<file path="config.mk">
export PLATFORM = sky130hd
export DESIGN_NAME = r2y_color_math
export DESIGN_NICKNAME = d
export VERILOG_FILES = /design/src/rtl/r2y_pkg.sv /design/src/rtl/r2y_color_math.sv
export SDC_FILE = /design/constraint.sdc
export NUM_CORES = 1
export LEC_CHECK = 0
export BUFFER_PORTS_ARGS = -buffer_cell sky130_fd_sc_hd__buf_2
export CAP_MARGIN = 15
export CORE_ASPECT_RATIO = 1.75
export CORE_MARGIN = 4
export CORE_UTILIZATION = 37
export CTS_BUF_LIST = sky130_fd_sc_hd__clkbuf_8
export DETAILED_ROUTE_END_ITERATION = 8
export PLACE_DENSITY = 0.53
export SYNTH_ARGS = -nofsm -noshare
export SYNTH_HDL_FRONTEND = slang
export SYNTH_SLANG_ARGS = --single-unit
</file>
<file path="constraint.sdc">
create_clock -name clk -period 10.65 [get_ports clk]
set_clock_uncertainty 0.1 [all_clocks]
set_input_delay 1.065 -clock clk [delete_from_list [all_inputs] [get_ports clk]]
set_output_delay 1.065 -clock clk [all_outputs]
set_load 0.05 [all_outputs]
</file>
<file path="src/rtl/r2y_pkg.sv">
// shared constants, coefficient values and control types for the rgb to yuv 4:2:0 converter
// used by every converter module but the generic line ram; depends on nothing
package r2y_pkg;

	// frame geometry limits and register widths
	localparam int MAX_WIDTH = 4096;
	localparam int MAX_HEIGHT = 4096;
	localparam int CFG_W = 13;
	localparam int COL_W = $clog2(MAX_WIDTH);
	localparam int ROW_W = $clog2(MAX_HEIGHT);
	localparam int LINE_DEPTH = MAX_WIDTH / 2;
	localparam int SLOT_W = $clog2(LINE_DEPTH);
	localparam int PIX_W = 8;
	localparam int BLK_W = 22;

	// configuration register indexes
	localparam int CIDX_W = 1;
	localparam logic [CIDX_W-1:0] REG_LINE_WIDTH = 1'b0;
	localparam logic [CIDX_W-1:0] REG_FRAME_HEIGHT = 1'b1;
	localparam logic [CFG_W-1:0] LINE_WIDTH_RST = 13'd1920;
	localparam logic [CFG_W-1:0] FRAME_HEIGHT_RST = 13'd1080;
	localparam logic [CFG_W-1:0] WIDTH_LIMIT = CFG_W'(MAX_WIDTH);
	localparam logic [CFG_W-1:0] HEIGHT_LIMIT = CFG_W'(MAX_HEIGHT);

	// fixed point coefficients, round(c * 2^frac) with c in thousandths
	localparam int COEF_FRAC_BITS = 16;
	localparam int COEF_W = COEF_FRAC_BITS;
	localparam longint FX_ONE = 64'd1 << COEF_FRAC_BITS;
	localparam logic [COEF_W-1:0] COEF_Y_R = COEF_W'((299 * FX_ONE + 500) / 1000);
	localparam logic [COEF_W-1:0] COEF_Y_G = COEF_W'((587 * FX_ONE + 500) / 1000);
	localparam logic [COEF_W-1:0] COEF_Y_B = COEF_W'((114 * FX_ONE + 500) / 1000);
	localparam logic [COEF_W-1:0] COEF_U_R = COEF_W'((147 * FX_ONE + 500) / 1000);
	localparam logic [COEF_W-1:0] COEF_U_G = COEF_W'((289 * FX_ONE + 500) / 1000);
	localparam logic [COEF_W-1:0] COEF_U_B = COEF_W'((436 * FX_ONE + 500) / 1000);
	localparam logic [COEF_W-1:0] COEF_V_R = COEF_W'((615 * FX_ONE + 500) / 1000);
	localparam logic [COEF_W-1:0] COEF_V_G = COEF_W'((515 * FX_ONE + 500) / 1000);
	localparam logic [COEF_W-1:0] COEF_V_B = COEF_W'((100 * FX_ONE + 500) / 1000);

	// weighted sum and rounded part widths
	localparam int SUM_W = COEF_FRAC_BITS + PIX_W + 2;
	localparam int MAG_W = SUM_W - COEF_FRAC_BITS;
	localparam logic [SUM_W-1:0] FX_HALF = SUM_W'(64'd1 << (COEF_FRAC_BITS - 1));
	localparam int UP_W = 8;
	localparam int VP_W = 9;
	localparam int UPAIR_W = UP_W + 1;
	localparam int VPAIR_W = VP_W + 1;
	localparam int UTOT_W = UPAIR_W + 1;
	localparam int VTOT_W = VPAIR_W + 1;

	// per pixel position information, fixed at acceptance
	typedef struct packed {
		logic col_odd;
		logic row_odd;
		logic [SLOT_W-1:0] slot;
		logic [BLK_W-1:0] blk_idx;
		logic fend;
	} pix_ctrl_t;

	// stage load strobes of the pixel pipeline
	typedef struct packed {
		logic ld_s1;
		logic ld_s2;
		logic ld_s3;
		logic ld_s4;
		logic ld_out;
	} pipe_en_t;

endpackage

</file>
<file path="src/rtl/r2y_color_math.sv">
// front stages of the pixel pipeline: input register, weighted sums, rounding
// produces luma and the signed u and v parts per pixel; depends on r2y_pkg
module r2y_color_math (
	input  logic                       clk,
	input  r2y_pkg::pipe_en_t          en,
	input  logic [r2y_pkg::PIX_W-1:0]  red,
	input  logic [r2y_pkg::PIX_W-1:0]  green,
	input  logic [r2y_pkg::PIX_W-1:0]  blue,
	input  r2y_pkg::pix_ctrl_t         ctrl_in,
	output r2y_pkg::pix_ctrl_t         ctrl_s3,
	output logic [r2y_pkg::PIX_W-1:0]  luma_s3,
	output logic [r2y_pkg::UP_W-1:0]   u_part_s3,
	output logic [r2y_pkg::VP_W-1:0]   v_part_s3
);

	logic [r2y_pkg::PIX_W-1:0] red_s1;
	logic [r2y_pkg::PIX_W-1:0] green_s1;
	logic [r2y_pkg::PIX_W-1:0] blue_s1;
	r2y_pkg::pix_ctrl_t        ctrl_s1;
	r2y_pkg::pix_ctrl_t        ctrl_s2;
	logic [r2y_pkg::SUM_W-1:0] y_sum_s2;
	logic [r2y_pkg::SUM_W-1:0] u_pos_s2;
	logic [r2y_pkg::SUM_W-1:0] u_neg_s2;
	logic [r2y_pkg::SUM_W-1:0] v_pos_s2;
	logic [r2y_pkg::SUM_W-1:0] v_neg_s2;
	logic [r2y_pkg::SUM_W-1:0] y_rnd;
	logic [r2y_pkg::MAG_W-1:0] y_int;
	logic [r2y_pkg::MAG_W:0]   u_rnd;
	logic [r2y_pkg::MAG_W:0]   v_rnd;

	// constant times pixel component
	function automatic logic [r2y_pkg::SUM_W-1:0] cmul(
		input logic [r2y_pkg::COEF_W-1:0] c,
		input logic [r2y_pkg::PIX_W-1:0]  p
	);
		return r2y_pkg::SUM_W'(c) * r2y_pkg::SUM_W'(p);
	endfunction

	// round (pos - neg) / 2^frac half away from zero, two's complement result
	function automatic logic [r2y_pkg::MAG_W:0] round_signed(
		input logic [r2y_pkg::SUM_W-1:0] pos,
		input logic [r2y_pkg::SUM_W-1:0] neg
	);
		logic [r2y_pkg::SUM_W-1:0] d;
		logic [r2y_pkg::SUM_W-1:0] r;
		logic [r2y_pkg::MAG_W:0]   m;
		if (pos >= neg) d = pos - neg;
		else d = neg - pos;
		r = d + r2y_pkg::FX_HALF;
		m = {1'b0, r[r2y_pkg::SUM_W-1:r2y_pkg::COEF_FRAC_BITS]};
		if (pos >= neg) return m;
		return -m;
	endfunction

	// input register
	always_ff @(posedge clk) begin
		if (en.ld_s1) begin
			red_s1 <= red;
			green_s1 <= green;
			blue_s1 <= blue;
			ctrl_s1 <= ctrl_in;
		end
	end

	// weighted sums, split into positive and negative terms
	always_ff @(posedge clk) begin
		if (en.ld_s2) begin
			ctrl_s2 <= ctrl_s1;
			y_sum_s2 <= cmul(r2y_pkg::COEF_Y_R, red_s1) + cmul(r2y_pkg::COEF_Y_G, green_s1)
				+ cmul(r2y_pkg::COEF_Y_B, blue_s1);
			u_pos_s2 <= cmul(r2y_pkg::COEF_U_B, blue_s1);
			u_neg_s2 <= cmul(r2y_pkg::COEF_U_R, red_s1) + cmul(r2y_pkg::COEF_U_G, green_s1);
			v_pos_s2 <= cmul(r2y_pkg::COEF_V_R, red_s1);
			v_neg_s2 <= cmul(r2y_pkg::COEF_V_G, green_s1) + cmul(r2y_pkg::COEF_V_B, blue_s1);
		end
	end

	// rounding
	always_comb begin
		y_rnd = y_sum_s2 + r2y_pkg::FX_HALF;
		y_int = y_rnd[r2y_pkg::SUM_W-1:r2y_pkg::COEF_FRAC_BITS];
		u_rnd = round_signed(u_pos_s2, u_neg_s2);
		v_rnd = round_signed(v_pos_s2, v_neg_s2);
	end

	// rounded results, luma saturated at full scale
	always_ff @(posedge clk) begin
		if (en.ld_s3) begin
			ctrl_s3 <= ctrl_s2;
			if (y_int > r2y_pkg::MAG_W'(255)) begin
				luma_s3 <= '1;
			end else begin
				luma_s3 <= y_int[r2y_pkg::PIX_W-1:0];
			end
			u_part_s3 <= u_rnd[r2y_pkg::UP_W-1:0];
			v_part_s3 <= v_rnd[r2y_pkg::VP_W-1:0];
		end
	end

endmodule

</file>
==> results.py <==
metrics = {
    "synth": {
        "synth.avg_cell_area_um2": 10.44,
        "synth_ff_type": "edfxtp_1",
        "syn_area_um2": 29700,
        "synth_area_leaders": "edfxtp_1 (26%), ha_1 (22%), fa_1 (19%)",
        "synth_edf_count": 259,
        "syn_inst": 2846,
        "synth_top_area_cell": "edfxtp_1",
        "synth_cell_types": 104,
        "netlist.area_leader.share_pct": 26.18,
        "syn_nets": 3724,
        "yosysSeqAreaShare_pct": 26.18,
        "yosysWarnings": 0,
        "synthArstFlopShare_pct": 0,
        "ys_ff_latch": 259,
    },
    "layout": {
        "final_cell_mix": "inv_1 (613), ha_1 (525), fa_1 (287)",
        "nFillCells": 7786,
        "areaGrowthSynthToFinish_pct": 9.212,
        "fin_nets": 3889,
        "fin_area_um2": 32440,
        "final_layout_size_suffix_gt1_share_pct": 8.648,
        "layout_commonest_cell": "inv_1",
    },
    "global_route": {
        "grt-busiest-layer": "met2",
        "grt_pass1_vias": 22380,
        "grt_max_degree": 74,
        "grt_pass1_wl_um": 123900,
        "overflow": 0,
        "grtUsageTotal_pct": 18.75,
        "grtUsageMet3_pct": 1.975,
        "antenna_found_initial": 1,
        "grt.met2_usage_pct": 36.86,
        "use_met1_pct": 18.61,
    },
    "die": {
        "start_util_pct": 37.27,
        "core_um2": 79710,
        "die_h_um": 382.8,
        "pin_count": 127,
        "die_w_um": 222.2,
        "core.rowCount": 137,
        "die_area_um2": 85050,
    },
    "place": {
        "placed_cell_area_um2": 31630,
        "dpl.hpwl_um": 67090,
        "dpl_worst_slack_ns": 1.847,
        "port-buffer-count": 124,
        "gp_congestion": 0.9339,
    },
    "setup_path": {
        "crit_arrival_ns": 9.02,
        "crit_type": "flop to flop",
        "end_kind": "flop",
        "cp_slowest_cell": "edfxtp_1",
        "cp.required_ns": 10.96,
        "slowest_delay_ns": 0.66,
        "crit_fanout": 11,
        "cpMostUsedCell": "fa_1",
        "rr_endpoint": "y_sum_s2[24]",
        "r2r_start": "green_s1[6]",
        "cp-start-kind": "flop",
        "r2r_slack_ns": 1.93,
        "reg2reg_depth": 28,
    },
    "sta": {
        "fin_crit_ns": 8.715,
        "slew_headroom_pct": 28.19,
        "setup_violations": 0,
        "drv_slew": 0,
        "final.setup.worst_slack_ns": 1.935,
        "period_share_pct": 81.83,
        "rsz0062_at_grt": "no",
        "max_freq_ghz": 0.1147,
        "hold_viol_final": 0,
        "tightest_slew_ns": 1.064,
        "tns_ns": 0,
    },
    "run_status": {
        "outcome": "finished, final reports clean",
    },
    "clock_network": {
        "clock-root-buffer": "clkbuf_8",
        "ctsResizeCount": 0,
        "clockBufferDepth": 3,
        "cts_num_sinks": 259,
        "htreeDepth": 2,
        "postCtsSetupBuffers": 0,
        "ctsHoldBuffers": 0,
        "clk_latency_ns": 0.66,
        "clk_pin_slew_ns": 0.06,
        "cts_tree": "built",
        "cts_buffers": 43,
    },
    "hold_path": {
        "holdCritPathClass": "flop to flop",
        "min-delay-start": "ctrl_s1[30]",
        "worstHoldEndpoint": "ctrl_s2[30]",
        "hold-path-cell-count": 0,
    },
    "drt": {
        "drc": 0,
        "ant_nets": 0,
        "routed_via_density": 5.046,
        "routedWlPerCell_um": 19.54,
        "vias": 20610,
        "drt-pass1-iter-count": 5,
        "drt_iter0_markers": 888,
        "wirelength_um": 79810,
    },
    "flow_run": {
        "maxCapViolCount": 0,
    },
}
-- worst max path at each step --
stage                start            to  slack [ns]  cells after the start
3_3_place_gp   green_s1[6]  y_sum_s2[24]        1.92                     28
2_1_floorplan   blue_s1[1]  v_neg_s2[22]        3.11                     26
4_1_cts        green_s1[6]  y_sum_s2[24]        1.80                     28
6_report       green_s1[6]  y_sum_s2[24]        1.93                     28
3_5_place_dp   green_s1[6]  y_sum_s2[24]        1.85                     28
5_1_grt        green_s1[6]  y_sum_s2[24]        1.47                     28
-- layout make-up --
cell class,instances,area (µm²),share of cell area [%]
Clock buffer,43,591.8,1.824
Clock inverter,32,212.7,0.6557
Inverter,607,2278,7.024
Timing Repair Buffer,139,744.5,2.295
Antenna cell,1,2.502,0.007714
Sequential cell,259,7777,23.97
Tap cell,1042,1304,4.019
Multi-Input combinational cell,1961,19530,60.20
-- cells in the mapped netlist, drive strengths merged, types with 5 or more instances --
cell	n
o31ai	8
buf	9
nand4	18
a21o	36
o21ai	98
and3	17
nor2b	23
a41oi	5
a21boi	21
inv	607
a31o	7
o41a	5
or3	16
nor4	5
o41ai	10
xor2	24
or2	14
nor2	159
o311ai	5
xnor2	121
o21bai	23
clkbuf	10
o21a	26
ha	525
a41o	5
nand2b	13
a21oi	145
edfxtp	259
and2	9
o211ai	16
mux2i	7
a211o	5
nor3	52
nand3	43
nand2	112
o2111ai	6
fa	287
o221ai	5
a31oi	7
a211oi	20
-- critical path, delay by kind of cell (launching register included) --
family          cells  cell delay, ns
fa+ha+maj           9            4.33
buf+inv             4            0.32
flops               1            0.66
compound gates     11            2.26
simple gates        4            0.78
-- cell families after synthesis --
family	after synthesis	share of synthesized area, %
mux	8	0.2864
flops	259	26.18
buf+inv	626	8.071
compound gates	489	11.09
simple gates	506	8.534
xor+xnor	146	4.377
fa+ha+maj	812	41.46
-- flip-flops by register name, indices dropped and copies added (netlist names) --
signal     flops
red_s1         8
v_neg_s2      24
y_sum_s2      10
u_part_s3      8
u_neg_s2      22
ctrl_s1       36
ctrl_s2       36
luma_s3        8
u_pos_s2      22
green_s1       8
ctrl_s3       36
blue_s1        8
v_pos_s2      24
v_part_s3      9
-- metal layers --
| layer | up-vias | part of all wire (%) |
|---|---|---|
| li1 | 9964 | - |
| met1 | 10040 | 35 |
| met2 | 420 | 55 |
| met3 | 184 | 3.0 |
| met4 | 0 | 7.4 |
| met5 | - | 0 |
-- stage by stage --
stage	utilization [%]	std cells	hold WS, ns
finish	40.70	4084	0.3098
floorplan	-	2846	0.3003
CTS	40.70	4083	0.3075
global placement	39.69	4008	0.3009
detailed placement	39.69	4008	0.3045
global route	40.70	4084	0.3145
Power is not shown: default switching activity piles up to over one toggle a cycle in this logic, so the estimate is an artifact.
