$ cat config.mk
export PLATFORM = sky130hd
export DESIGN_NAME = r2y_position
export DESIGN_NICKNAME = d
export VERILOG_FILES = /design/src/rtl/r2y_pkg.sv /design/src/rtl/r2y_position.sv
export SDC_FILE = /design/constraint.sdc
export NUM_CORES = 1
export LEC_CHECK = 0
export ABC_CLOCK_PERIOD_IN_PS = 7200
export BUFFER_PORTS_ARGS = -buffer_cell sky130_fd_sc_hd__buf_2
export CORE_AREA = 2 2 115 117
export CTS_CLUSTER_DIAMETER = 60
export DETAILED_ROUTE_END_ITERATION = 10
export DIE_AREA = 0 0 117 119
export PLACE_DENSITY_LB_ADDON = 0.3
export SYNTH_ARGS = -nofsm -noshare
export SYNTH_HDL_FRONTEND = slang
export SYNTH_SLANG_ARGS = --single-unit
$ cat constraint.sdc
create_clock -name clk -period 7.2 [get_ports clk]
set_input_delay 0.72 -clock clk [delete_from_list [all_inputs] [get_ports clk]]
set_output_delay 0.72 -clock clk [all_outputs]
set_load 0.03 [all_outputs]
$ cat src/rtl/r2y_pkg.sv
// shared constants, coefficient values and control types for the rgb to yuv 4:2:0 converter
// used by every converter module but the generic line ram; depends on nothing
package r2y_pkg;

	// frame geometry limits and register widths
	localparam int MAX_WIDTH = 4096;
	localparam int MAX_HEIGHT = 4096;
	localparam int CFG_W = 13;
	localparam int COL_W = $clog2(MAX_WIDTH);
	localparam int ROW_W = $clog2(MAX_HEIGHT);
	localparam int LINE_DEPTH = MAX_WIDTH / 2;
	localparam int SLOT_W = $clog2(LINE_DEPTH);
	localparam int PIX_W = 8;
	localparam int BLK_W = 22;

	// configuration register indexes
	localparam int CIDX_W = 1;
	localparam logic [CIDX_W-1:0] REG_LINE_WIDTH = 1'b0;
	localparam logic [CIDX_W-1:0] REG_FRAME_HEIGHT = 1'b1;
	localparam logic [CFG_W-1:0] LINE_WIDTH_RST = 13'd1920;
	localparam logic [CFG_W-1:0] FRAME_HEIGHT_RST = 13'd1080;
	localparam logic [CFG_W-1:0] WIDTH_LIMIT = CFG_W'(MAX_WIDTH);
	localparam logic [CFG_W-1:0] HEIGHT_LIMIT = CFG_W'(MAX_HEIGHT);

	// fixed point coefficients, round(c * 2^frac) with c in thousandths
	localparam int COEF_FRAC_BITS = 16;
	localparam int COEF_W = COEF_FRAC_BITS;
	localparam longint FX_ONE = 64'd1 << COEF_FRAC_BITS;
	localparam logic [COEF_W-1:0] COEF_Y_R = COEF_W'((299 * FX_ONE + 500) / 1000);
	localparam logic [COEF_W-1:0] COEF_Y_G = COEF_W'((587 * FX_ONE + 500) / 1000);
	localparam logic [COEF_W-1:0] COEF_Y_B = COEF_W'((114 * FX_ONE + 500) / 1000);
	localparam logic [COEF_W-1:0] COEF_U_R = COEF_W'((147 * FX_ONE + 500) / 1000);
	localparam logic [COEF_W-1:0] COEF_U_G = COEF_W'((289 * FX_ONE + 500) / 1000);
	localparam logic [COEF_W-1:0] COEF_U_B = COEF_W'((436 * FX_ONE + 500) / 1000);
	localparam logic [COEF_W-1:0] COEF_V_R = COEF_W'((615 * FX_ONE + 500) / 1000);
	localparam logic [COEF_W-1:0] COEF_V_G = COEF_W'((515 * FX_ONE + 500) / 1000);
	localparam logic [COEF_W-1:0] COEF_V_B = COEF_W'((100 * FX_ONE + 500) / 1000);

	// weighted sum and rounded part widths
	localparam int SUM_W = COEF_FRAC_BITS + PIX_W + 2;
	localparam int MAG_W = SUM_W - COEF_FRAC_BITS;
	localparam logic [SUM_W-1:0] FX_HALF = SUM_W'(64'd1 << (COEF_FRAC_BITS - 1));
	localparam int UP_W = 8;
	localparam int VP_W = 9;
	localparam int UPAIR_W = UP_W + 1;
	localparam int VPAIR_W = VP_W + 1;
	localparam int UTOT_W = UPAIR_W + 1;
	localparam int VTOT_W = VPAIR_W + 1;

	// per pixel position information, fixed at acceptance
	typedef struct packed {
		logic col_odd;
		logic row_odd;
		logic [SLOT_W-1:0] slot;
		logic [BLK_W-1:0] blk_idx;
		logic fend;
	} pix_ctrl_t;

	// stage load strobes of the pixel pipeline
	typedef struct packed {
		logic ld_s1;
		logic ld_s2;
		logic ld_s3;
		logic ld_s4;
		logic ld_out;
	} pipe_en_t;

endpackage

$ cat src/rtl/r2y_position.sv
// configuration registers and raster position counters of the converter
// depends on r2y_pkg
module r2y_position (
	input  logic                        clk,
	input  logic                        arst_n,
	input  logic                        cfg_wr,
	input  logic [r2y_pkg::CIDX_W-1:0]  cfg_index,
	input  logic [r2y_pkg::CFG_W-1:0]   cfg_data,
	input  logic                        accept,
	output r2y_pkg::pix_ctrl_t          ctrl
);

	logic [r2y_pkg::CFG_W-1:0] line_width_q;
	logic [r2y_pkg::CFG_W-1:0] frame_height_q;
	logic [r2y_pkg::COL_W-1:0] col_q;
	logic [r2y_pkg::ROW_W-1:0] row_q;
	logic [r2y_pkg::BLK_W-1:0] blk_q;
	logic [r2y_pkg::CFG_W-1:0] w_eff;
	logic [r2y_pkg::CFG_W-1:0] h_eff;
	logic [r2y_pkg::COL_W:0]   col_inc;
	logic [r2y_pkg::ROW_W:0]   row_inc;
	logic                      last_col;
	logic                      last_row;
	logic                      chroma;

	// clamp to 2..limit and round down to even
	function automatic logic [r2y_pkg::CFG_W-1:0] eff_size(
		input logic [r2y_pkg::CFG_W-1:0] v,
		input logic [r2y_pkg::CFG_W-1:0] limit
	);
		logic [r2y_pkg::CFG_W-1:0] c;
		c = v;
		if (c < r2y_pkg::CFG_W'(2)) c = r2y_pkg::CFG_W'(2);
		if (c > limit) c = limit;
		return {c[r2y_pkg::CFG_W-1:1], 1'b0};
	endfunction

	// configuration writes
	always_ff @(posedge clk or negedge arst_n) begin
		if (!arst_n) begin
			line_width_q <= r2y_pkg::LINE_WIDTH_RST;
			frame_height_q <= r2y_pkg::FRAME_HEIGHT_RST;
		end else if (cfg_wr) begin
			case (cfg_index)
				r2y_pkg::REG_LINE_WIDTH: line_width_q <= cfg_data;
				r2y_pkg::REG_FRAME_HEIGHT: frame_height_q <= cfg_data;
				default: ;
			endcase
		end
	end

	// wrap decisions for the current pixel
	always_comb begin
		w_eff = eff_size(line_width_q, r2y_pkg::WIDTH_LIMIT);
		h_eff = eff_size(frame_height_q, r2y_pkg::HEIGHT_LIMIT);
		col_inc = {1'b0, col_q} + (r2y_pkg::COL_W+1)'(1);
		row_inc = {1'b0, row_q} + (r2y_pkg::ROW_W+1)'(1);
		last_col = r2y_pkg::CFG_W'(col_inc) >= w_eff;
		last_row = r2y_pkg::CFG_W'(row_inc) >= h_eff;
		chroma = col_q[0] & row_q[0];
	end

	// control word handed down the pipeline
	always_comb begin
		ctrl.col_odd = col_q[0];
		ctrl.row_odd = row_q[0];
		ctrl.slot = col_q[r2y_pkg::COL_W-1:1];
		ctrl.blk_idx = blk_q;
		ctrl.fend = last_col & last_row;
	end

	// position and block counters advance per accepted pixel
	always_ff @(posedge clk or negedge arst_n) begin
		if (!arst_n) begin
			col_q <= '0;
			row_q <= '0;
			blk_q <= '0;
		end else if (accept) begin
			if (last_col) begin
				col_q <= '0;
				if (last_row) begin
					row_q <= '0;
				end else begin
					row_q <= row_inc[r2y_pkg::ROW_W-1:0];
				end
			end else begin
				col_q <= col_inc[r2y_pkg::COL_W-1:0];
			end
			if (last_col && last_row) begin
				blk_q <= '0;
			end else if (chroma) begin
				blk_q <= blk_q + r2y_pkg::BLK_W'(1);
			end
		end
	end

endmodule

==> impl_metrics.py, run 1 <==
metrics = {
    "job": {
        "max-cap-violations": 0,
    },
    "clock_network": {
        "clk_pin_slew_ns": 0.06,
        "cts-resized-gates": 0,
        "hold_buffers": 0,
        "clk_latency_ns": 0.34,
        "cts_sinks": 72,
        "cts_root_buffer": "clkbuf_16",
        "cts_setup_buffers": 0,
        "cts_tree": "built",
        "cts-buffers-inserted": 9,
        "cts_buffer_depth": 2,
        "h-tree-depth": 3,
    },
    "final_layout": {
        "nNetsFinal": 560,
        "fin_area_um2": 5110,
        "syn2layout_area_growth_pct": 17.9,
        "final_util_pct": 39.7,
        "drive_gt1_share_pct": 21.2,
        "diodes": 0,
    },
    "route": {
        "first_iter_violations": 188,
        "drt_wl_total_mm": 10.5,
        "routed_via_density": 5.25,
        "vias": 3657,
        "wl_per_cell_um": 15.1,
        "postRouteAntennaNets": 0,
        "drc": 0,
        "drt_pass1_iterations": 5,
    },
    "place": {
        "place.gp.congestion": 0.850,
        "port_buffers": 53,
        "placed_area_um2": 4740,
        "post-dp-hpwl_mm": 7.35,
    },
    "synthesis": {
        "ys_seq_elements": 72,
        "synth_area_um2": 4330,
        "synthesis.nets": 513,
        "async_flop_share_pct": 100,
        "ys_warn_count": 0,
        "yosysSeqAreaShare_pct": 41.8,
        "syn_inst": 468,
        "synth_edf_count": 0,
        "synth_ff_type": "dfrtp_1",
        "synthDistinctLibCells": 48,
        "avgSynthCellArea_um2": 9.26,
    },
    "critical_path": {
        "cp.required_ns": 6.48,
        "endpoint_kind": "output pin",
        "start_kind": "flop",
        "worst-path-max-fanout": 25,
        "crit_arrival_ns": 3.82,
        "worst-setup-path-type": "reg2out",
    },
    "timing": {
        "maxSlewHeadroom_pct": 19.3,
        "rsz0062_at_grt": "false",
        "drv_slew": 0,
        "finClkSkew_ns": 0.00455,
        "tightest_slew_ns": 1.21,
        "fin_crit_sh_pct": 63.0,
        "fin_crit_ns": 4.54,
        "fin_tns_setup_ns": 0,
        "clock.fmax_mhz": 220,
        "hold_violations": 0,
        "setup_violations": 0,
    },
    "floorplan": {
        "ios": 54,
        "die-area_um2": 13900,
        "die_h_um": 119,
        "rows": 42,
        "start_util_pct": 33.6,
        "coreArea_um2": 12900,
        "die_w_um": 117,
    },
    "outcome": {
        "status": "complete, no violations",
    },
    "grt": {
        "grt_max_degree": 73,
        "grt-ovfl-total": 0,
        "grt_pass1_vias": 3547,
        "grt_use_total_pct": 16.1,
        "antenna_found_initial": 0,
        "grt_pass1_wl_mm": 17.8,
    },
    "power": {
        "power_leakage_nw": 2.33,
        "ir_drop_mv": 0.173,
        "p_per_area_nw_per_um2": 371,
    },
    "worst_hold_path": {
        "min_path_type": "reg2reg",
    },
}
==> critical path, stage by stage (launching register included) <==
cell,delay [ns]
dfrtp_1,0.49
ha_1,0.27
and3_1,0.24
nand4_1,0.21
nor2_1,0.17
xor2_1,0.22
ha_1,0.28
nand4_1,0.11
nor2_1,0.06
o31a_1,0.13
nor3_4,0.77
nor2_2,0.26
buf_2,0.26
==> flip-flops by register name (all words and copies together), names as in the netlist <==
signal,count
blk_q,22
col_q,12
frame_height_q,13
line_width_q,13
row_q,12
==> cell families after synthesis <==
group | count (synthesis) | synth area share [%]
AOI/OAI and AO/OA | 104 | 15.0
xor gates and xnor gates | 21 | 4.25
adders and majority gates | 27 | 7.80
buffers and inverters | 57 | 5.34
DFF | 72 | 41.8
muxes | 25 | 6.47
and+or+nand+nor | 162 | 19.3
==> cell usage in the layout, fill, tap and decap left out, types with 11 or more instances in the layout <==
cell type / instances
a21oi_1: 17
buf_2: 53
dfrtp_1: 64
ha_1: 27
inv_1: 38
mux2_2: 24
nand2_1: 47
nand3_1: 29
nand4_1: 18
nor2_1: 20
nor3_1: 11
o21ai_0: 35
o22ai_1: 18
xnor2_1: 16
==> path summary, 6_finish.rpt <==
| path | from | endpoint | slack (ns) | cells after the start |
|---|---|---|---|---|
| hold reg to reg | line_width_q[0] | line_width_q[0] | 0.54 | 1 |
| setup / recovery | row_q[0] | ctrl[0] | 2.66 | 12 |
| hold / removal | line_width_q[0] | line_width_q[0] | 0.54 | 1 |
| min in group asynchronous | arst_n | row_q[9] | 0.61 | 2 |
| setup reg to reg | line_width_q[11] | row_q[8] | 3.48 | 11 |
| max in group asynchronous | arst_n | line_width_q[2] | 5.99 | 2 |
==> layout make-up <==
class                           count  area [um^2]
Fill cell                        1293         7770
Multi-Input combinational cell    339         2290
Sequential cell                    72         1810
Timing Repair Buffer               54          273
Clock buffer                        9          225
Tap cell                          176          220
Inverter                           39          146
Clock inverter                      7          143
==> power breakdown <==
part | switching [W] | internal [W] | leakage (nW) | total [W]
Clock | 0.000183 | 0.000375 | 0.180 | 0.000558
Sequential | 0.000125 | 0.000500 | 0.818 | 0.000625
Combinational | 0.000459 | 0.000254 | 1.33 | 0.000713
==> synthesized netlist by cell type (all sizes together) (2+ instances only) <==
cell	n	area share, %
and3	8	1.2
a31oi	2	0.29
dfstp	8	4.9
o21ai	38	4.4
mux2	24	6.2
nor4	7	1.0
and2	3	0.43
o221ai	4	0.81
nor2	23	2.3
o31ai	2	0.46
a21oi	17	2.0
nand2b	2	0.29
clkbuf	6	0.52
a22o	7	1.4
a21o	5	0.87
xnor2	16	3.2
o22ai	18	2.6
nand3	29	3.4
buf	12	1.4
dfrtp	64	37
or3	2	0.29
ha	27	7.8
xor2	5	1.0
inv	38	3.3
nand4	18	2.6
nor2b	3	0.43
and4	4	0.81
nor3	13	2.0
o21a	5	0.87
nand2	47	4.1
==> layer usage <==
layer | wire length (um) | GRT usage, % | vias to the layer above
met2 | 4760 | 23.8 | 91
met3 | 448 | 4.02 | 14
met1 | 5150 | 23.1 | 1771
met5 | 0 | 0 | -
li1 | - | - | 1781
met4 | 170 | 5.00 | 0
==> through the flow <==
stage,setup slack [ns],power [W],hold WS [ns],instances
after floorplan,3.87,0.00116,0.424,468
after global placement,3.12,0.00132,0.514,680
after detailed placement,3.03,0.00134,0.527,680
after CTS,2.65,0.00191,0.540,696
after global routing,2.28,0.00203,0.570,696
final,2.66,0.00190,0.540,696
(Power assumes the default switching activity.)
==> inputs of run 2 (changes only) <==
--- a/config.mk
+++ b/config.mk
@@ -5,12 +5,13 @@
 export SDC_FILE = /design/constraint.sdc
 export NUM_CORES = 1
 export LEC_CHECK = 0
-export ABC_CLOCK_PERIOD_IN_PS = 7200
+export ABC_AREA = 1
+export ABC_CLOCK_PERIOD_IN_PS = 3900
 export BUFFER_PORTS_ARGS = -buffer_cell sky130_fd_sc_hd__buf_2
-export CORE_AREA = 2 2 115 117
+export CORE_AREA = 2 2 120 122
 export CTS_CLUSTER_DIAMETER = 60
 export DETAILED_ROUTE_END_ITERATION = 10
-export DIE_AREA = 0 0 117 119
+export DIE_AREA = 0 0 122 124
 export PLACE_DENSITY_LB_ADDON = 0.3
 export SYNTH_ARGS = -nofsm -noshare
 export SYNTH_HDL_FRONTEND = slang
==> constraint.sdc (replaced) <==
create_clock -name clk -period 3.9 [get_ports clk]
set_input_delay 0.39 -clock clk [delete_from_list [all_inputs] [get_ports clk]]
set_output_delay 0.39 -clock clk [all_outputs]
set_load 0.03 [all_outputs]
==> run 2 against run 1 <==
Against the previous run: clock power grew 66%; sequential cell count is the same; global-route usage grew 0.38 points.
==> impl_metrics.py, run 2 <==
metrics = {
    "outcome": {
        "status": "complete, no violations",
    },
    "final_layout": {
        "drive_gt1_share_pct": 15.1,
        "final_util_pct": 39.8,
        "n_fill_cell": 1439,
        "nNetsFinal": 724,
        "top_regs": "blk_q: 22 flops, frame_height_q: 13 flops, line_width_q: 13 flops",
        "final_common_cell": "nand2_1",
        "final_cell_mix": "221 x nand2_1, 69 x inv_1, 64 x dfrtp_1, 53 x buf_2, 41 x nand3_1",
        "ff_latch_area_um2": 1810,
        "multi_input_area_um2": 2540,
        "diodes": 0,
        "syn2layout_area_growth_pct": 15.9,
        "largest_register": "blk_q",
        "largest_reg_flops": 22,
    },
    "synthesis": {
        "synth.area.top_cells": "dfrtp_1 34%, nand2_1 18%, ha_1 7.2%",
        "synth_ff_type": "dfrtp_1",
        "ys_seq_elements": 72,
        "syn_inst": 629,
        "synthesis.nets": 674,
        "synth_edf_count": 0,
        "synth_area_um2": 4710,
        "synth_common_cells": "221 x nand2_1, 69 x inv_1, 64 x dfrtp_1, 41 x nand3_1, 40 x nor2_1",
        "synthDistinctLibCells": 33,
        "ys_warn_count": 0,
        "netlist.top_cell.by_area": "dfrtp_1",
        "avgSynthCellArea_um2": 7.49,
        "yosysSeqAreaShare_pct": 38.4,
        "synth.top_cell.area_share_pct": 34.0,
        "yosysMostFrequentCell": "nand2_1",
        "async_flop_share_pct": 100,
    },
    "route": {
        "drc": 0,
        "wl_per_cell_um": 13.3,
        "drt_wl_total_mm": 11.5,
        "vias": 4159,
        "first_iter_violations": 247,
        "routed_via_density": 4.81,
        "postRouteAntennaNets": 0,
        "drt_pass1_iterations": 4,
    },
    "power": {
        "ir_drop_mv": 0.240,
        "power_leakage_nw": 2.95,
        "p_per_area_nw_per_um2": 501,
    },
    "clock_network": {
        "cts_buffer_depth": 2,
        "cts_root_buffer": "clkbuf_16",
        "cts_sinks": 72,
        "cts-buffers-inserted": 9,
        "cts_setup_buffers": 0,
        "cts-resized-gates": 0,
        "h-tree-depth": 3,
        "clk_latency_ns": 0.34,
        "hold_buffers": 0,
        "cts_tree": "built",
        "clk_pin_slew_ns": 0.06,
    },
    "place": {
        "place.gp.congestion": 0.870,
        "post-dp-hpwl_mm": 8.51,
        "port_buffers": 53,
    },
    "grt": {
        "antenna_found_initial": 0,
        "grt-ovfl-total": 0,
        "grt_pass1_wl_mm": 19.6,
        "grt_pass1_vias": 4075,
        "grt_use_total_pct": 16.5,
        "grt_max_degree": 47,
    },
    "critical_path": {
        "path_cells": "ha_1 > nand3_1 > nor3_2 > nand3_1 > nor4_1 > ha_1 > nand2_1 > o21bai_1 > nand2_1 > nor2_2 > nand3_4 > nand2_2 > inv_1 > buf_2",
        "endpoint_kind": "output pin",
        "worst-path-buf-inv": 2,
        "r2r-start": "col_q[0]",
        "cp.required_ns": 3.51,
        "cp_top_family": "simple AND/OR/NAND/NOR gates",
        "crit_arrival_ns": 3.15,
        "reg2reg_setup_slack_ns": 0.63,
        "cp_slowest_cell": "dfrtp_1",
        "start_kind": "flop",
        "worst-setup-path-type": "reg2out",
        "worst-path-max-fanout": 7,
        "cp_slowest_stage_delay_ns": 0.49,
        "startpoint": "col_q[0]",
    },
    "timing": {
        "fin_crit_sh_pct": 90.9,
        "fin_tns_setup_ns": 0,
        "hold_violations": 0,
        "clock.fmax_mhz": 282,
        "setup_violations": 0,
        "tightest_slew_ns": 1.11,
        "rsz0062_at_grt": "false",
        "fin_crit_ns": 3.54,
        "drv_slew": 0,
        "finClkSkew_ns": 0.00651,
        "maxSlewHeadroom_pct": 26.3,
    },
    "job": {
        "max-cap-violations": 0,
    },
    "floorplan": {
        "start_util_pct": 34.3,
        "rows": 43,
        "ios": 54,
        "die_w_um": 122,
        "die-area_um2": 15100,
        "coreArea_um2": 13700,
        "die_h_um": 124,
    },
    "worst_hold_path": {
        "min_path_type": "in2async",
    },
}
[run 2: cell count changes after synthesis, moves of 9 or more]
cell / change
a21oi_1: -9
inv_1: +31
mux2_2: -24
nand2_1: +174
nand3_1: +12
nor2_1: +20
o22ai_1: -18
xnor2_1: -10
xor2_1: +22
[run 2: cells by family after synthesis]
kind of cell	Yosys count	share of synthesized area, %
AND/OR/NAND/NOR	362	35.2
buffers and inverters	86	7.57
flip-flops	72	38.4
AO/OA/AOI/OAI	49	5.52
XOR/XNOR	33	6.13
adder cells (fa/ha/maj)	27	7.17
[run 2: path summary, 6_finish.rpt]
kind | endpoint | depth (start not counted)
max in group asynchronous | blk_q[17] | 2
min reg2reg | frame_height_q[4] | 2
min in group clk | line_width_q[10] | 3
max | ctrl[0] | 14
min | blk_q[16] | 1
max reg2reg | blk_q[19] | 15
[run 2: worst register-to-register path, delay by kind of cell, from the launching register on]
family | cells | cell delay, ns
fa+ha+maj | 2 | 0.46
flops | 1 | 0.49
simple gates | 13 | 2.22
[run 2: layout make-up]
class / count / area share, %
Sequential cell: 72 / 33.2
Clock inverter: 5 / 1.44
Clock buffer: 11 / 4.63
Multi-Input combinational cell: 471 / 46.6
Tap cell: 180 / 4.13
Inverter: 69 / 4.74
Timing Repair Buffer: 56 / 5.27
[run 2: per-layer routing]
metal,routed length [um],global-route usage [%],part of all wire (%),up-vias
met5,0,0,0,-
met4,129,3.81,1.1,0
met3,475,4.44,4.1,9
met2,5430,27.7,47,86
met1,5480,21.3,48,1954
li1,-,-,-,2110
[run 2: power by group]
group          internal [W]  total, W  switching, W
clock              0.000594  0.000928      0.000335
combinational      0.000269  0.000833      0.000564
sequential         0.000854  0.000973      0.000119
[run 2: per-stage QoR]
stage / cells / hold slack [ns] / area [um^2] / setup WS, ns / power, W
floorplan: 629 / 0.0944 / 4710 / 0.808 / 0.00160
global route: 864 / 0.311 / 5460 / 0.102 / 0.00293
global placement: 848 / 0.486 / 5130 / 0.765 / 0.00180
CTS: 864 / 0.300 / 5460 / 0.299 / 0.00278
detailed placement: 848 / 0.494 / 5130 / 0.612 / 0.00183
finish: 864 / 0.252 / 5460 / 0.356 / 0.00273
==> inputs of run 3 (changes only) <==
--- a/config.mk
+++ b/config.mk
@@ -8,10 +8,11 @@
 export ABC_AREA = 1
 export ABC_CLOCK_PERIOD_IN_PS = 3900
 export BUFFER_PORTS_ARGS = -buffer_cell sky130_fd_sc_hd__buf_2
-export CORE_AREA = 2 2 120 122
+export CORE_AREA = 4 4 122 124
+export CTS_BUF_LIST = sky130_fd_sc_hd__clkbuf_4 sky130_fd_sc_hd__clkbuf_8
 export CTS_CLUSTER_DIAMETER = 60
 export DETAILED_ROUTE_END_ITERATION = 10
-export DIE_AREA = 0 0 122 124
+export DIE_AREA = 0 0 126 128
 export PLACE_DENSITY_LB_ADDON = 0.3
 export SYNTH_ARGS = -nofsm -noshare
 export SYNTH_HDL_FRONTEND = slang
==> run 3 against run 2 <==
Against the previous run: sequential share of layout area up 0.89 points; die area is 6.6% higher; worst setup slack better by 0.012 ns; first-iteration DRC count fell by 22%; clock skew increased by 0.0094 ns; clock power shrank 38%; combinational power barely moved; sequential power hardly changed; via count rose by 0.26%; maximum frequency grew 0.35%; register-to-register slack improved by 0.03 ns; utilization fell by 1.2 points; critical endpoint unchanged.
==> impl_metrics.py, run 3 (synthesis results as in run 2) <==
metrics = {
    "place": {
        "port_buffers": 53,
        "pre_cts_slack_ns": 0.650,
        "place.gp.congestion": 0.831,
        "post-dp-hpwl_mm": 8.41,
    },
    "timing": {
        "hold_violations": 0,
        "finClkSkew_ns": 0.0159,
        "fin_crit_ns": 3.53,
        "clock.fmax_mhz": 283,
        "rsz0062_at_grt": "false",
        "drv_slew": 0,
        "setup_violations": 0,
        "tightest_slew_ns": 0.831,
        "maxSlewHeadroom_pct": 44.6,
        "setup_ws_ns": 0.368,
        "fin_tns_setup_ns": 0,
        "fin_crit_sh_pct": 90.6,
    },
    "floorplan": {
        "start_util_pct": 34.2,
        "ios": 54,
        "coreArea_um2": 13800,
        "die-area_um2": 16100,
        "die_w_um": 126,
        "die_h_um": 128,
        "rows": 43,
    },
    "grt": {
        "grt_pass1_wl_mm": 19.3,
        "grt_max_degree": 38,
        "grt_use_total_pct": 14.5,
        "grt-ovfl-total": 0,
        "grt_pass1_vias": 4028,
        "antenna_found_initial": 0,
    },
    "critical_path": {
        "worst-path-buf-inv": 3,
        "reg2reg_setup_slack_ns": 0.66,
        "cp_top_family": "simple AND/OR/NAND/NOR gates",
        "cp_slowest_cell": "dfrtp_2",
        "path_cells": "ha_1 > nand3_1 > nor3_2 > nand3_1 > o21ai_1 > nand2_1 > ha_1 > nand2_1 > inv_1 > o21bai_1 > nand2_1 > nor2_2 > nand3_4 > nand2_2 > inv_1 > buf_2",
        "r2r-start": "col_q[0]",
        "start_kind": "flop",
        "cp.required_ns": 3.51,
        "startpoint": "col_q[0]",
        "crit_arrival_ns": 3.14,
        "endpoint_kind": "output pin",
        "timing.rr.end": "blk_q[17]",
        "worst-setup-path-type": "reg2out",
        "reg2reg_depth": 16,
        "cp_slowest_stage_delay_ns": 0.44,
        "critPathMostFrequentCell": "nand2_1",
        "worst-path-max-fanout": 7,
    },
    "final_layout": {
        "final_common_cell": "nand2_1",
        "final_util_pct": 38.6,
        "final_cell_mix": "221 x nand2_1, 69 x inv_1, 63 x dfrtp_1, 53 x buf_2, 41 x nand3_1",
        "largest_register": "blk_q",
        "drive_gt1_share_pct": 15.2,
        "top_regs": "blk_q: 22 flops, frame_height_q: 13 flops, line_width_q: 13 flops",
        "syn2layout_area_growth_pct": 12.9,
        "diodes": 0,
        "nNetsFinal": 723,
        "largest_reg_flops": 22,
    },
    "clock_network": {
        "h-tree-depth": 3,
        "hold_buffers": 0,
        "clk_latency_ns": 0.36,
        "clk_pin_slew_ns": 0.08,
        "cts_buffer_depth": 2,
        "cts-buffers-inserted": 9,
        "cts_sinks": 72,
        "cts_root_buffer": "clkbuf_8",
        "cts_tree": "built",
    },
    "worst_hold_path": {
        "min_path_type": "in2async",
    },
    "route": {
        "wl_per_cell_um": 13.1,
        "drt_wl_total_mm": 11.3,
        "vias": 4170,
        "postRouteAntennaNets": 0,
        "routed_via_density": 4.83,
        "drc": 0,
        "drt_pass1_iterations": 4,
        "first_iter_violations": 192,
    },
    "job": {
        "max-cap-violations": 0,
    },
    "power": {
        "p_per_area_nw_per_um2": 448,
        "ir_drop_mv": 0.172,
        "power_leakage_nw": 2.87,
    },
    "outcome": {
        "status": "complete, no violations",
    },
}
==> run 3: changes by cell type in the layout (fill, tap and decap cells not counted), moves of 2 or more <==
cell	change
bufinv_16	-2
clkbuf_8	+10
clkbuf_16	-9
clkinvlp_4	+3
==> run 3: final cells by class <==
type	instances	area (um^2)
multi-input combinational	471	2550
timing repair buffer	55	280
clock inverter	4	27.5
sequential	72	1810
clock buffer	12	165
tap	180	225
fill	1474	8450
inverter	69	259
==> run 3: per-stage QoR <==
step	instances	total power (W)	instance area [um^2]	hold WS, ns
6_report	863	0.00238	5320	0.135
5_1_grt	863	0.00257	5320	0.193
4_1_cts	863	0.00242	5310	0.146
3_5_place_dp	847	0.00183	5120	0.492
3_3_place_gp	847	0.00180	5120	0.488
2_1_floorplan	629	0.00160	4710	0.0944
==> run 3: power by group <==
| part | switching, W | internal (W) |
|---|---|---|
| combinational | 0.000563 | 0.000270 |
| clock | 0.000293 | 0.000282 |
| sequential | 0.000121 | 0.000854 |
| total | 0.000977 | 0.00141 |
==> run 3: what timing repair did <==
action,CTS,global route
buffers inserted,0,0
setup endpoints to repair,0,1
hold endpoints to repair,0,0
resized for setup,0,2
==> run 3: worst max path at each step <==
| stage | end | slack (ns) | depth (start not counted) |
|---|---|---|---|
| 2_1_floorplan | ctrl[0] | 0.81 | 16 |
| 3_3_place_gp | blk_q[0] | 0.76 | 16 |
| 3_5_place_dp | blk_q[17] | 0.65 | 16 |
| 4_1_cts | ctrl[0] | 0.25 | 14 |
| 5_1_grt | ctrl[0] | 0.03 | 16 |
| 6_report | ctrl[0] | 0.37 | 16 |
==> run 3: layer usage <==
layer  GRT usage, %  part of all wire [%]
met5              0                     0
met3           3.46                   5.3
met2           23.5                    44
met1           19.6                    49
met4           3.41                   1.3
